===== config.mk =====
export PLATFORM = sky130hd
export DESIGN_NAME = double_ended_queue
export DESIGN_NICKNAME = d
export VERILOG_FILES = /design/src/rtl/dq_pkg.sv /design/src/rtl/dq_ram.sv /design/src/rtl/dq_ctrl.sv /design/src/rtl/dq_datapath.sv /design/src/rtl/double_ended_queue.sv
export SDC_FILE = /design/constraint.sdc
export NUM_CORES = 1
export LEC_CHECK = 0
export BUFFER_PORTS_ARGS = -buffer_cell sky130_fd_sc_hd__clkbuf_2
export CORE_UTILIZATION = 30
export CTS_CLUSTER_SIZE = 10
export DETAILED_ROUTE_END_ITERATION = 8
export SLEW_MARGIN = 20
export SYNTH_ARGS = -nofsm -noshare
export SYNTH_HDL_FRONTEND = slang
export SYNTH_HIERARCHICAL = 1
export SYNTH_SLANG_ARGS = --single-unit

===== constraint.sdc =====
create_clock -name i_clk -period 6.6 [get_ports i_clk]
set_input_delay 0.33 -clock i_clk [delete_from_list [all_inputs] [get_ports i_clk]]
set_output_delay 0.33 -clock i_clk [all_outputs]
set_load 0.05 [all_outputs]

===== src/rtl/dq_pkg.sv =====
`timescale 1ns / 1ps

package dq_pkg;

    localparam int CAPACITY    = 16;
    localparam int DATA_WIDTH  = 32;
    localparam int IDX_W       = $clog2(CAPACITY);
    localparam int CNT_W       = $clog2(CAPACITY + 1);
    localparam int VAL_W       = 32;
    localparam int OUT_CNT_W   = 5;
    localparam int OP_W        = 3;
    localparam int STATUS_W    = 2;

    typedef enum logic [OP_W-1:0] {
        OP_PUSH_FRONT = 3'd0,
        OP_PUSH_BACK  = 3'd1,
        OP_POP_FRONT  = 3'd2,
        OP_POP_BACK   = 3'd3,
        OP_CLEAR      = 3'd4
    } t_op;

    typedef enum logic [STATUS_W-1:0] {
        ST_OK    = 2'd0,
        ST_EMPTY = 2'd1,
        ST_FULL  = 2'd2
    } t_status;

    typedef enum logic [1:0] {
        S_IDLE   = 2'd0,
        S_UPDATE = 2'd1,
        S_READ   = 2'd2,
        S_FINISH = 2'd3
    } t_state;

    // controller to datapath
    typedef struct packed {
        logic latch_item;
        logic update;
        logic load_out;
    } t_dp_cmd;

    // base + off modulo CAPACITY, both operands below CAPACITY
    function automatic logic [IDX_W-1:0] ring_add(input logic [IDX_W-1:0] base,
                                                  input logic [IDX_W-1:0] off);
        logic [IDX_W:0] sum;
        sum = {1'b0, base} + {1'b0, off};
        if (sum >= (IDX_W+1)'(CAPACITY)) begin
            sum = sum - (IDX_W+1)'(CAPACITY);
        end
        return sum[IDX_W-1:0];
    endfunction

endpackage


===== src/rtl/dq_ram.sv =====
`timescale 1ns / 1ps

module dq_ram #(
    parameter int WIDTH = 32,
    parameter int DEPTH = 16
) (
    input  logic                     i_clk,
    input  logic                     i_wr_en,
    input  logic [$clog2(DEPTH)-1:0] i_wr_addr,
    input  logic [WIDTH-1:0]         i_wr_data,
    input  logic [$clog2(DEPTH)-1:0] i_rd_addr_a,
    output logic [WIDTH-1:0]         o_rd_data_a,
    input  logic [$clog2(DEPTH)-1:0] i_rd_addr_b,
    output logic [WIDTH-1:0]         o_rd_data_b
);

    logic [WIDTH-1:0] r_mem [DEPTH];
    logic [WIDTH-1:0] r_rd_a;
    logic [WIDTH-1:0] r_rd_b;

    always_ff @(posedge i_clk) begin
        if (i_wr_en) begin
            r_mem[i_wr_addr] <= i_wr_data;
        end
        r_rd_a <= r_mem[i_rd_addr_a];
        r_rd_b <= r_mem[i_rd_addr_b];
    end

    assign o_rd_data_a = r_rd_a;
    assign o_rd_data_b = r_rd_b;

endmodule


===== src/rtl/dq_ctrl.sv =====
`timescale 1ns / 1ps

module dq_ctrl (
    input  logic            i_clk,
    input  logic            i_rst_n,
    input  logic            i_valid,
    output logic            o_stall,
    output logic            o_valid,
    input  logic            i_stall,
    output dq_pkg::t_dp_cmd o_cmd
);

    import dq_pkg::*;

    t_state  r_state;
    t_state  n_state;
    logic    r_out_valid;
    logic    n_out_valid;
    logic    in_accept;
    logic    out_free;

    assign in_accept = i_valid && (r_state == S_IDLE);
    // output register empty or emptied this cycle
    assign out_free  = !r_out_valid || !i_stall;

    always_comb begin
        n_state = r_state;
        case (r_state)
            S_IDLE:   if (i_valid) n_state = S_UPDATE;
            S_UPDATE: n_state = S_READ;
            S_READ:   n_state = S_FINISH;
            S_FINISH: if (out_free) n_state = S_IDLE;
            default:  n_state = S_IDLE;
        endcase
    end

    always_comb begin
        o_cmd            = '0;
        o_cmd.latch_item = in_accept;
        case (r_state)
            S_UPDATE: o_cmd.update   = 1'b1;
            S_FINISH: o_cmd.load_out = out_free;
            default:  o_cmd.update   = 1'b0;
        endcase
    end

    always_comb begin
        n_out_valid = r_out_valid;
        if (o_cmd.load_out) begin
            n_out_valid = 1'b1;
        end else if (r_out_valid && !i_stall) begin
            n_out_valid = 1'b0;
        end
    end

    always_ff @(posedge i_clk) begin
        if (!i_rst_n) begin
            r_state     <= S_IDLE;
            r_out_valid <= 1'b0;
        end else begin
            r_state     <= n_state;
            r_out_valid <= n_out_valid;
        end
    end

    assign o_stall = (r_state != S_IDLE);
    assign o_valid = r_out_valid;

endmodule


===== src/rtl/dq_datapath.sv =====
`timescale 1ns / 1ps

module dq_datapath (
    input  logic                           i_clk,
    input  logic                           i_rst_n,
    input  dq_pkg::t_dp_cmd                i_cmd,
    input  logic [dq_pkg::OP_W-1:0]        i_operation,
    input  logic [dq_pkg::VAL_W-1:0]       i_push_value,
    output logic [dq_pkg::VAL_W-1:0]       o_popped_value,
    output logic [dq_pkg::VAL_W-1:0]       o_front_value,
    output logic [dq_pkg::VAL_W-1:0]       o_back_value,
    output logic [dq_pkg::OUT_CNT_W-1:0]   o_entry_count,
    output logic [dq_pkg::STATUS_W-1:0]    o_status
);

    import dq_pkg::*;

    // item registers
    t_op                   r_op;
    logic [DATA_WIDTH-1:0] r_val;

    // queue pointers
    logic [IDX_W-1:0]      r_head;
    logic [IDX_W-1:0]      n_head;
    logic [CNT_W-1:0]      r_count;
    logic [CNT_W-1:0]      n_count;

    // per-item results held until the output load
    logic [DATA_WIDTH-1:0] r_popped;
    logic [DATA_WIDTH-1:0] n_popped;
    t_status               r_status;
    t_status               n_status;

    // output registers
    logic [VAL_W-1:0]      r_out_popped;
    logic [VAL_W-1:0]      r_out_front;
    logic [VAL_W-1:0]      r_out_back;
    logic [OUT_CNT_W-1:0]  r_out_count;
    t_status               r_out_status;

    // store access
    logic                  wr_en;
    logic [IDX_W-1:0]      wr_addr;
    logic [IDX_W-1:0]      back_off;
    logic [IDX_W-1:0]      back_idx;
    logic [CNT_W-1:0]      count_m1;
    logic [DATA_WIDTH-1:0] front_data;
    logic [DATA_WIDTH-1:0] back_data;
    logic                  is_empty;
    logic                  is_full;

    assign is_empty = (r_count == '0);
    assign is_full  = (r_count == CNT_W'(CAPACITY));
    assign count_m1 = r_count - CNT_W'(1);
    assign back_off = is_empty ? '0 : count_m1[IDX_W-1:0];
    assign back_idx = ring_add(r_head, back_off);

    dq_ram #(
        .WIDTH (DATA_WIDTH),
        .DEPTH (CAPACITY)
    ) u_dq_ram (
        .i_clk       (i_clk),
        .i_wr_en     (wr_en),
        .i_wr_addr   (wr_addr),
        .i_wr_data   (r_val),
        .i_rd_addr_a (r_head),
        .o_rd_data_a (front_data),
        .i_rd_addr_b (back_idx),
        .o_rd_data_b (back_data)
    );

    // read data during update is the old front and back
    always_comb begin
        n_head   = r_head;
        n_count  = r_count;
        n_popped = '0;
        n_status = ST_OK;
        wr_en    = 1'b0;
        wr_addr  = ring_add(r_head, r_count[IDX_W-1:0]);
        case (r_op)
            OP_PUSH_FRONT: begin
                if (is_full) begin
                    n_status = ST_FULL;
                end else begin
                    n_head  = ring_add(r_head, IDX_W'(CAPACITY - 1));
                    wr_addr = n_head;
                    wr_en   = i_cmd.update;
                    n_count = r_count + CNT_W'(1);
                end
            end
            OP_PUSH_BACK: begin
                if (is_full) begin
                    n_status = ST_FULL;
                end else begin
                    wr_en   = i_cmd.update;
                    n_count = r_count + CNT_W'(1);
                end
            end
            OP_POP_FRONT: begin
                if (is_empty) begin
                    n_status = ST_EMPTY;
                end else begin
                    n_popped = front_data;
                    n_head   = ring_add(r_head, IDX_W'(1));
                    n_count  = count_m1;
                end
            end
            OP_POP_BACK: begin
                if (is_empty) begin
                    n_status = ST_EMPTY;
                end else begin
                    n_popped = back_data;
                    n_count  = count_m1;
                end
            end
            OP_CLEAR: begin
                n_head  = '0;
                n_count = '0;
            end
            default: begin
                n_status = ST_OK;
            end
        endcase
    end

    always_ff @(posedge i_clk) begin
        if (!i_rst_n) begin
            r_head  <= '0;
            r_count <= '0;
        end else if (i_cmd.update) begin
            r_head  <= n_head;
            r_count <= n_count;
        end
    end

    always_ff @(posedge i_clk) begin
        if (i_cmd.latch_item) begin
            r_op  <= t_op'(i_operation);
            r_val <= DATA_WIDTH'(i_push_value);
        end
        if (i_cmd.update) begin
            r_popped <= n_popped;
            r_status <= n_status;
        end
        // read data now reflects the new front and back
        if (i_cmd.load_out) begin
            r_out_popped <= VAL_W'(r_popped);
            r_out_front  <= is_empty ? '0 : VAL_W'(front_data);
            r_out_back   <= is_empty ? '0 : VAL_W'(back_data);
            r_out_count  <= OUT_CNT_W'(r_count);
            r_out_status <= r_status;
        end
    end

    assign o_popped_value = r_out_popped;
    assign o_front_value  = r_out_front;
    assign o_back_value   = r_out_back;
    assign o_entry_count  = r_out_count;
    assign o_status       = r_out_status;

endmodule


===== src/rtl/double_ended_queue.sv =====
`timescale 1ns / 1ps

// double-ended queue of sixteen 32-bit entries kept in a ring memory with a
// head pointer and an entry count. each input item is one operation: push
// front, push back, pop front, pop back or clear (undefined codes do nothing).
// every item gives exactly one result item: the popped value (zero unless a
// pop succeeded), the front and back values after the operation (zero when
// empty), the entry count after the operation, and a status (ok, pop on empty,
// push on full). a failed push or pop leaves the queue untouched. one item
// is in work at a time. the old front and back are read from the store while
// the block waits for an item, so after acceptance the sequencer updates the
// pointers and writes the store, then re-reads the new front and back through
// the store's two registered read ports, then loads the result register. the
// input is taken again as soon as the result is loaded, even if that result
// still sits stalled in the output register; a stalled output holds the
// sequencer in its last step. there is no clearing pass after reset
module double_ended_queue (
    input  logic                          i_clk,
    input  logic                          i_rst_n,
    // operation items
    input  logic                          i_valid,
    output logic                          o_stall,
    input  logic [dq_pkg::OP_W-1:0]       i_operation,
    input  logic [dq_pkg::VAL_W-1:0]      i_push_value,
    // result items
    output logic                          o_valid,
    input  logic                          i_stall,
    output logic [dq_pkg::VAL_W-1:0]      o_popped_value,
    output logic [dq_pkg::VAL_W-1:0]      o_front_value,
    output logic [dq_pkg::VAL_W-1:0]      o_back_value,
    output logic [dq_pkg::OUT_CNT_W-1:0]  o_entry_count,
    output logic [dq_pkg::STATUS_W-1:0]   o_status
);

    import dq_pkg::*;

    // sequencing commands from the controller
    t_dp_cmd dp_cmd;

    // controller: accept, update, re-read, then load the output register
    dq_ctrl u_dq_ctrl (
        .i_clk   (i_clk),
        .i_rst_n (i_rst_n),
        .i_valid (i_valid),
        .o_stall (o_stall),
        .o_valid (o_valid),
        .i_stall (i_stall),
        .o_cmd   (dp_cmd)
    );

    // datapath: head/count pointers, ring memory and result registers
    dq_datapath u_dq_datapath (
        .i_clk          (i_clk),
        .i_rst_n        (i_rst_n),
        .i_cmd          (dp_cmd),
        .i_operation    (i_operation),
        .i_push_value   (i_push_value),
        .o_popped_value (o_popped_value),
        .o_front_value  (o_front_value),
        .o_back_value   (o_back_value),
        .o_entry_count  (o_entry_count),
        .o_status       (o_status)
    );

endmodule


# --- Yosys cells after proc, flatten, opt, wreduce, memory -nomap -nowiden ---
# Memories as Yosys holds them, arrays and structs flattened. A register that Yosys moved wholly into a read port is not among the register bits.
# Cells that the tools add are included.
totals:
  regBits: 184
  ram_bits: 512
  input_bits: 39
  out_inout_bits: 105
  wordCells: 89
  n_memories: 1
classes:
  n_addsub: 10
  order_cmp: 4
  eq_ne: 14
  mux: 30
  reduce_logical: 17
memory_table:
  columns: ["memory", "depth", "width", "rd", "rd_ports_with_merged_regs", "write_ports", "line", "rtl"]
  rows:
  - ["u_dq_datapath.u_dq_ram.r_mem", 16, 32, 2, 2, 1, "dq_ram.sv:17", "logic [WIDTH-1:0] r_mem [DEPTH];"]
op_table:
  columns: ["operator", "count"]
  rows:
  - ["two-way mux 32 bit", 2]
  - ["case mux 32 bit (2 select lines)", 1]
  - ["two-way mux 4 bit", 9]
  - [">= comparator 5 bit (second input constant)", 4]
  - ["subtractor 4 x 1 -> 4 bit (second input constant)", 4]
  - ["case mux 5 bit (3 select lines)", 1]
  - ["case mux 4 bit (3 select lines)", 1]
  - ["adder 4 x 4 -> 5 bit", 2]
  - ["two-way mux 5 bit", 2]
  - ["inequality test 2 bit (second input constant)", 5]
  - ["two-way mux 1 bit", 9]
  - ["case mux 2 bit (4 select lines)", 1]
  - ["AND reduction 4 bit", 2]
  - ["equality test 3 x 2 -> 1 bit (second input constant)", 2]
  - ["two-way mux 2 bit", 3]
  - ["nonzero test 3 bit", 2]
  - ["adder 4 x 1 -> 5 bit (second input constant)", 1]
  - ["adder 4 x 4 -> 5 bit (second input constant)", 1]
  - ["adder 5 x 1 -> 5 bit (second input constant)", 1]
  - ["equality test 5 bit (second input constant)", 1]
  - ["logical NOT 5 bit", 1]
  - ["subtractor 5 x 1 -> 5 bit (second input constant)", 1]
  - ["equality test 2 bit (second input constant)", 2]
  - ["case mux 2 bit (2 select lines)", 1]
  - ["12 further kinds", 16]

# --- Longest topological paths before layout ---
# Gate-level depths: netlist (run 1).
logic_depth:
  depth_word: 6
  mapped_depth: 16
  mapped_depth_nobuf: 12

# --- Modules after synthesis ---
# Netlist (run 1), hierarchy kept.
modules_own_cells:
  columns: ["mod", "n_inst", "cells_per_inst", "area_each_um2", "seq_area_each_um2"]
  rows:
  - ["dq_ram", 1, 1141, 24188.2, 16656.0]
  - ["dq_datapath", 1, 453, 7211.9, 5345.1]
  - ["dq_ctrl", 1, 25, 224.0, 60.1]

# --- Worst setup path before layout (run 1) ---
# No wires, ideal clock.
synth_path:
  kind: "reg2reg"
  start: "reg u_dq_ctrl.r_state[1]"
  end: "mem u_dq_datapath.u_dq_ram.r_mem[0][0] (enable)"
  setup_time_ns: 0.461
  t_arrival_ns: 4.508
  required_ns: 6.139
  setup_slack_ns: 1.631
  stages_incl_launch_ff: 6
  n_path_buf: 0
  synth_period_minus_slack_ns: 4.969
  path_cell_list: "dfxtp_1 > inv_1 > ha_1 > and3_1 > or3b_2 > nor3_1"
synth_rtl:
  columns: ["element", "line", "rtl"]
  rows:
  - ["from (decl)", "dq_ctrl.sv:15", "t_state r_state;"]
  - ["from (signal assigned)", "dq_ctrl.sv:61", "r_state <= n_state;"]
  - ["to (decl)", "dq_ram.sv:17", null]

# --- Final worst setup path (run 1) ---
layout_path:
  start: "reg u_dq_datapath.r_count[1]"
  end: "reg u_dq_datapath.u_dq_ram.r_rd_b[13] (netlist: u_dq_datapath/u_dq_ram/o_rd_data_b[13]), read port of u_dq_datapath.u_dq_ram.r_mem"
layout_between:
  elab_chain_len: 5
  word_cells_on_any_way: 7
  cone_classes: "add/sub (3); order compare (1); mux (2); reduce/logical (1)"
layout_lines:
  columns: ["element", "line", "rtl"]
  rows:
  - ["from (decl)", "dq_datapath.sv:25", "logic [CNT_W-1:0] r_count;"]
  - ["from (signal assigned)", "dq_datapath.sv:132", "r_count <= n_count;"]
  - ["subtractor 5 x 1 -> 5 bit or logical NOT 5 bit (tied branches)", "dq_datapath.sv:54, dq_datapath.sv:52", null]
  - ["two-way mux 4 bit *", "dq_datapath.sv:55", "assign back_off = is_empty ? '0 : count_m1[IDX_W-1:0];"]
  - ["adder 4 x 4 -> 5 bit *", "dq_pkg.sv:46", "sum = {1'b0, base} + {1'b0, off};"]
  - ["subtractor 4 x 1 -> 4 bit or >= comparator 5 bit (tied branches)", "dq_pkg.sv:48, dq_pkg.sv:47", null]
  - ["two-way mux 4 bit *", "dq_pkg.sv:47", "if (sum >= (IDX_W+1)'(CAPACITY)) begin"]
  - ["named net u_dq_datapath.back_idx[1]", "dq_datapath.sv:45", "logic [IDX_W-1:0] back_idx;"]
  - ["to (decl)", "dq_ram.sv:19", "logic [WIDTH-1:0] r_rd_b;"]
# The timed path passes the listed nets; every way through them passes the cells marked *.
# A chain may end at the register's enable or synchronous reset.

==> reports/qor.csv, run 1 <==
stage,metric,value,unit
hold_path,worst min path class,primary input to register,
sta,post-route setup TNS,0,ps
sta,Max Clock Freq,0.220,GHz
detailed_routing,vias,16663,
sta,min cycle time layout,4540,ps
critical_path,reg2reg start,u_dq_datapath/r_count[1],
final_layout,Area growth syn-to-layout,16.9,%
power_and_ir_drop,switching part of the total,0.336,
sta,Slew Limit Fails,0,
synth,syn_area_per_cell,19.5,um2
place,count of input and output buffers,143,
sta,worst rel slew slack,0.233,
synth,Synth Net Count,1675,
grt,antenna violations before repair,4,
job,max cap viols,0,
synth,synth unique cells,57,
synth,Synth area leaders,"edfxtp_1, mux4_2, dfxtp_1",
detailed_routing,"antenna viol nets, final",0,
floorplan,DIE HEIGHT,327,um
grt,first-pass GRT wire length,117000,um
floorplan,width of the die,327,um
synth,top-area cell type share of the netlist area,0.649,
clock_tree,Num CTS Buffers,86,
critical_path,Critical Path Start Type,register,
power_and_ir_drop,Psw,5660,uW
clock_tree,H-tree depth,3,
critical_path,r2r setup slk,2060,ps
clock_tree,root buffer cell,clkbuf_16,
detailed_routing,1st-iter DRT viols,1504,
critical_path,RR Endpoint,u_dq_datapath/u_dq_ram/o_rd_data_b[13],
synth,ys async rst share,0,
clock_tree,Num Clock Sinks,760,
floorplan,IO Count,144,
floorplan,initial core utilization,0.304,
critical_path,critical path peak fanout,82,
grt,Overall Global Routing Usage,0.149,
detailed_routing,WL final,79700,um
synth,Yosys top cell by area,edfxtp_1,
power_and_ir_drop,Pint,11200,uW
power_and_ir_drop,Reg power frac,0.384,
floorplan,Die ar.,107000,um2
critical_path,Worst EP required,7120,ps
clock_tree,Clock transition at path regs,60,ps
sta,fin crit share,0.688,
synth,mapped cell area,31600,um2
power_and_ir_drop,worst vdd ir,0.000372,V
outcome,status,"complete, no violations",
detailed_routing,DRT Pass-1 Iters,6,
critical_path,R2R cell count,10,
floorplan,Core Rows,118,
synth,"FF+latch count, synth",760,
sta,Max Clock Skew,23.9,ps
synth,Gate Count Post-Synth,1619,
clock_tree,CTS tree,yes,
place,gpl congestion,0.762,
clock_tree,worst-case clock buffer depth,3,
synth,number of enable flip-flop cells after synthesis,684,
grt,pin count of the biggest net entering global routing,83,
detailed_routing,routed len/inst,24.4,um
sta,Worst Hold Margin,26.7,ps
detailed_routing,number of remaining DRC errors,0,
hold_path,Hold EP,u_dq_datapath/r_val[0],
critical_path,Crit. End Element,register,
floorplan,core footprint,104000,um2
synth,predominant post-synthesis flop cell,edfxtp_1,
power_and_ir_drop,Leakage,0.0118,uW
hold_path,Worst Hold Depth,1,
sta,Final Hold Fails,0,
sta,RSZ-0062 raised after global routing,false,
place,Final HPWL DP,47300,um
synth,Synth warnings,6,
critical_path,crit path kind,register to register,
hold_path,hold path start,i_push_value[0],
grt,gr ovfl total,0,
power_and_ir_drop,Tot Pwr,16900,uW
final_layout,nets@finish,1873,
sta,Setup Viol. Count Final,0,
final_layout,share of cells above drive strength 1,0.304,
grt,vias in the first global route,17469,
power_and_ir_drop,Comb pwr share,0.358,
power_and_ir_drop,clock network fraction of total power,0.259,
clock_tree,postcts setup bufs,0,
clock_tree,Worst-Skew Late Latency,650,ps
power_and_ir_drop,PD cells,456,nW/um2
critical_path,Arrival @ worst endpoint,5050,ps
sta,worst-margin pin slew,1150,ps
detailed_routing,vias per cell,5.10,
synth,"Seq/Total Area, Yosys",0.698,
final_layout,# diodes,0,
Yosys cell counts, types with 18 or more instances:
master / instances
a22oi_1: 129
buf_1: 18
buf_2: 24
buf_4: 22
clkbuf_1: 41
dfxtp_1: 76
edfxtp_1: 684
mux2i_1: 38
mux4_2: 256
nand2_1: 80
nor2_1: 59
nor2b_1: 69
layer usage:
layer / wire [um] / GRT usage
met2: 39700 / 0.250
met1: 32000 / 0.193
met5: 20 / 0
met3: 5990 / 0.0276
met4: 1970 / 0.0520
critical path, stage by stage (launching register included):
cell	delay (ps)
dfxtp_1	390
inv_1	160
ha_1	280
nor4b_4	890
nor2_1	170
ha_4	230
fa_4	980
buf_12	460
mux4_2	390
a22oi_1	260
nand2_1	80
metrics by stage:
stage,instance area [um2],setup slack (ps),utilization,cells
after global placement,34100,2180,0.328,3074
final,37000,2060,0.356,3270
after floorplan,31600,1630,-,1619
after global routing,37000,1740,0.356,3270
after CTS,37000,2060,0.356,3270
after detailed placement,34100,2090,0.328,3074
sequential cells by signal (all words and copies together), names as in the netlist:
signal	flops
u_dq_ctrl/o_valid	1
u_dq_ctrl/r_state	2
u_dq_datapath/o_status	2
u_dq_datapath/u_dq_ram/r_mem	512
u_dq_datapath/r_head	4
u_dq_datapath/u_dq_ram/o_rd_data_a	32
u_dq_datapath/o_popped_value	32
u_dq_datapath/u_dq_ram/o_rd_data_b	32
u_dq_datapath/o_front_value	32
u_dq_datapath/r_count	5
u_dq_datapath/r_popped	32
u_dq_datapath/o_back_value	32
u_dq_datapath/r_status	2
u_dq_datapath/r_op	3
u_dq_datapath/r_val	32
u_dq_datapath/o_entry_count	5
layout by cell type, fill, tap and decap left out, types with 3 or more instances in the layout:
cell and count:
edfxtp_1 684, mux4_2 256, clkbuf_2 143, a22oi_1 129
clkbuf_16 87, nand2_1 80, dfxtp_1 74, clkbuf_1 66
nor2b_1 65, nor2_1 45, mux2i_1 38, dlygate4sd3_1 35
buf_4 35, a21oi_1 15, ha_1 13, inv_1 12
nor2_4 12, xor2_1 6, o21ai_0 5, nand2b_1 5
buf_12 5, nand3_1 4, o221ai_1 4, nor2b_2 4
xnor2_1 3, nor3_1 3, or3_1 3, a211oi_1 3
nor3_4 3
kinds of logic (layout without fill, tap and decap cells):
group           count (synthesis)  after routing  share of synthesized area
buf+inv                       120            391                     0.0184
mux                           294            294                      0.194
simple gates                  246            246                     0.0395
flops                         760            760                      0.698
xor+xnor                        9              9                    0.00249
compound gates                173            173                     0.0405
fa+ha+maj                      17             17                    0.00720
layout make-up:
class | count | area [um2]
multi-input cells | 739 | 9160
fillers | 9690 | 67000
clock buffers | 155 | 2450
repair buffers | 218 | 1430
inverters | 12 | 45.0
clock inverters | 6 | 90.1
flip-flops and latches | 760 | 22100
well taps | 1380 | 1730
worst max-delay path by stage:
stage,to,start,slack (ps),cells after the start
4_1_cts,u_dq_datapath/u_dq_ram/o_rd_data_b[13],u_dq_datapath/r_count[1],2060,10
2_1_floorplan,u_dq_datapath/u_dq_ram/r_mem[0][0],u_dq_ctrl/r_state[1],1630,5
5_1_grt,u_dq_datapath/u_dq_ram/o_rd_data_b[29],u_dq_datapath/r_count[1],1740,12
3_5_place_dp,u_dq_datapath/u_dq_ram/o_rd_data_b[13],u_dq_datapath/r_count[1],2090,10
3_3_place_gp,u_dq_datapath/u_dq_ram/o_rd_data_b[19],u_dq_datapath/r_count[1],2180,10
6_report,u_dq_datapath/u_dq_ram/o_rd_data_b[13],u_dq_datapath/r_count[1],2060,10
power groups by stage:
stage	Sequential, uW	Clock [uW]	Combinational (uW)
6_report	6460	4360	6030
5_1_grt	6530	4640	6470
4_1_cts	6470	4480	6090
3_5_place_dp	6570	0	6070
3_3_place_gp	6540	0	6000
2_1_floorplan	6460	0	4350
timing repair:
item,in CTS,in global routing
gates resized for setup,0,0
hold endpoints to repair,35,0
hold buffers,35,0
(Power assumes the default switching activity.)
==> inputs of run 2 (changes only) <==
- clock period: 6.6 -> 3.85 ns (I/O delays scaled with it)
==> reports/qor.csv, run 2 (synthesized netlist as in run 1, its figures left out) <==
stage,metric,value,unit,change
critical_path,Arrival @ worst endpoint,4100,ps,-950 ps
sta,Max Clock Freq,0.280,GHz,+27%
power_and_ir_drop,PD cells,776,nW/um2,+70%
detailed_routing,DRT Pass-1 Iters,5,,-1
power_and_ir_drop,Leakage,0.0120,uW,+1.8%
clock_tree,root buffer cell,clkbuf_16,,
sta,Setup Viol. Count Final,0,,unchanged
floorplan,DIE HEIGHT,327,um,unchanged
grt,Overall Global Routing Usage,0.151,,+0.00193
sta,Max Clock Skew,19.2,ps,-4.71 ps
hold_path,hold path start,i_push_value[7],,
final_layout,"most common cell after layout, fill and taps aside",edfxtp_1,,
place,gpl congestion,0.763,,+0.11%
detailed_routing,"antenna viol nets, final",0,,unchanged
power_and_ir_drop,worst vdd ir,0.000796,V,+110%
place,placed cells,3100,,+0.85%
hold_path,worst min path class,primary input to register,,
floorplan,initial core utilization,0.304,,unchanged
critical_path,Critical Path Start Type,register,,
floorplan,Core Rows,118,,unchanged
final_layout,Layout Cells excl Fill,3299,,+0.89%
grt,vias in the first global route,17685,,+1.2%
detailed_routing,routed len/inst,24.6,um,+0.94%
outcome,status,"complete, no violations",,
grt,GR Util met2,0.247,,-0.00244
clock_tree,worst-case clock buffer depth,3,,unchanged
sta,worst rel slew slack,0.364,,+0.131
critical_path,reg2reg start,u_dq_datapath/r_count[1],,
grt,met3 Usage GRT,0.0264,,-0.00121
critical_path,r2r setup slk,280,ps,-1790 ps
critical_path,critical path peak fanout,50,,-39%
detailed_routing,vias per cell,5.10,,+0.14%
grt,GRT met1 Usage,0.201,,+0.00863
final_layout,most flop-heavy register,u_dq_datapath/u_dq_ram/r_mem,,
floorplan,core footprint,104000,um2,unchanged
hold_path,Hold EP,u_dq_datapath/r_val[7],,
hold_path,Worst Hold Depth,2,,+1
clock_tree,CTS tree,yes,,
clock_tree,Num CTS Buffers,86,,unchanged
sta,RSZ-0062 raised after global routing,false,,
place,count of input and output buffers,143,,unchanged
critical_path,R2R cell count,10,,unchanged
grt,first-pass GRT wire length,118000,um,+0.85%
grt,antenna violations before repair,5,,+1
job,max cap viols,0,,unchanged
critical_path,crit path kind,register to register,,
detailed_routing,number of remaining DRC errors,0,,unchanged
clock_tree,Num Clock Sinks,760,,unchanged
final_layout,max reg flops,512,,unchanged
sta,Slew Limit Fails,0,,unchanged
final_layout,share of cells above drive strength 1,0.313,,+0.00859
critical_path,RR Endpoint,u_dq_datapath/u_dq_ram/o_rd_data_b[20],,
sta,fin crit share,0.928,,+0.241
clock_tree,Clock transition at path regs,60,ps,about the same
clock_tree,Worst-Skew Late Latency,640,ps,about the same
critical_path,Crit. End Element,register,,
floorplan,IO Count,144,,unchanged
grt,grt peak-use layer,met2,,
floorplan,Die ar.,107000,um2,unchanged
final_layout,nets@finish,1904,,+1.7%
place,Final HPWL DP,47200,um,-0.13%
grt,pin count of the biggest net entering global routing,54,,-35%
grt,gr ovfl total,0,,unchanged
detailed_routing,WL final,81200,um,+1.8%
sta,worst-margin pin slew,954,ps,-197 ps
power_and_ir_drop,Tot Pwr,29100,uW,+73%
critical_path,Worst EP required,4370,ps,-2750 ps
final_layout,Area growth syn-to-layout,18.5,%,
detailed_routing,vias,16834,,+1.0%
detailed_routing,1st-iter DRT viols,1483,,-1.4%
sta,post-route setup TNS,0,ps,unchanged
sta,min cycle time layout,3570,ps,-964 ps
final_layout,Final Util,0.361,,+0.00494
final_layout,most frequent cells in the layout,"edfxtp_1, mux4_2, clkbuf_2, a22oi_1, clkbuf_16",,
clock_tree,H-tree depth,3,,unchanged
sta,Final Hold Fails,0,,unchanged
floorplan,width of the die,327,um,unchanged
## run 2: cell count changes in the layout (fill, tap and decap cells not counted), sizes merged
cell         previous run  this run
inv                    16        18
dlygate4sd3            35        40
buf                    40        66
clkinv                  2         3
clkbuf                298       292
diode                   0         1
## run 2: metrics by stage
stage / hold slack [ps] / cell area (um2) / worst slack (ps)
2_1_floorplan: 291 / 31700 / -267
6_report: 282 / 37500 / 276
5_1_grt: 274 / 37500 / 114
3_3_place_gp: 374 / 34600 / 415
4_1_cts: 254 / 37500 / 307
3_5_place_dp: 375 / 34600 / 367
## run 2: layer usage
layer | vias to the layer above | wire length, um
li1 | 7182 | -
met1 | 8861 | 34400
met2 | 636 | 39200
met3 | 153 | 5230
met4 | 2 | 2260
met5 | - | 17
## run 2: how the worst max path moves through the flow
stage / start / to / slack, ps / depth (start not counted)
global route: u_dq_datapath/r_count[1] / u_dq_datapath/u_dq_ram/o_rd_data_b[24] / 110 / 10
finish: u_dq_datapath/r_count[1] / u_dq_datapath/u_dq_ram/o_rd_data_b[20] / 280 / 10
CTS: u_dq_datapath/r_count[1] / u_dq_datapath/u_dq_ram/o_rd_data_b[19] / 310 / 10
detailed placement: u_dq_datapath/r_count[1] / u_dq_datapath/u_dq_ram/o_rd_data_b[19] / 370 / 10
floorplan: u_dq_ctrl/r_state[1] / u_dq_datapath/u_dq_ram/r_mem[1][0] / -270 / 5
global placement: u_dq_datapath/r_count[1] / u_dq_datapath/u_dq_ram/o_rd_data_b[20] / 410 / 10
## run 2: what timing repair did
action,CTS,global route
hold buffers,40,0
setup endpoints to repair,0,0
resized for setup,0,0
hold endpoints to repair,42,0
buffers inserted,0,0
## run 2: area by class of cell
| cell class | instances | area, um2 |
|---|---|---|
| inverter | 12 | 45.0 |
| multi-input combinational | 739 | 9170 |
| tap | 1380 | 1730 |
| timing repair buffer | 249 | 1990 |
| antenna | 1 | 2.50 |
| clock buffer | 149 | 2390 |
| clock inverter | 9 | 101 |
| fill | 9631 | 66500 |
| sequential | 760 | 22100 |
## run 2: worst max-delay path: stages, from the launching register on
cell and delay, ps:
dfxtp_1 390, inv_1 150, ha_1 280, nor4b_4 360, nor2_1 120, ha_4 190, fa_4 880, buf_12 320
mux4_2 350, a22oi_1 270, nand2_1 80
## run 2: power by group
| part | total (uW) | internal (uW) | switching, uW |
|---|---|---|---|
| Combinational | 10700 | 4800 | 5860 |
| Clock | 7380 | 4210 | 3170 |
| Sequential | 11100 | 10300 | 785 |
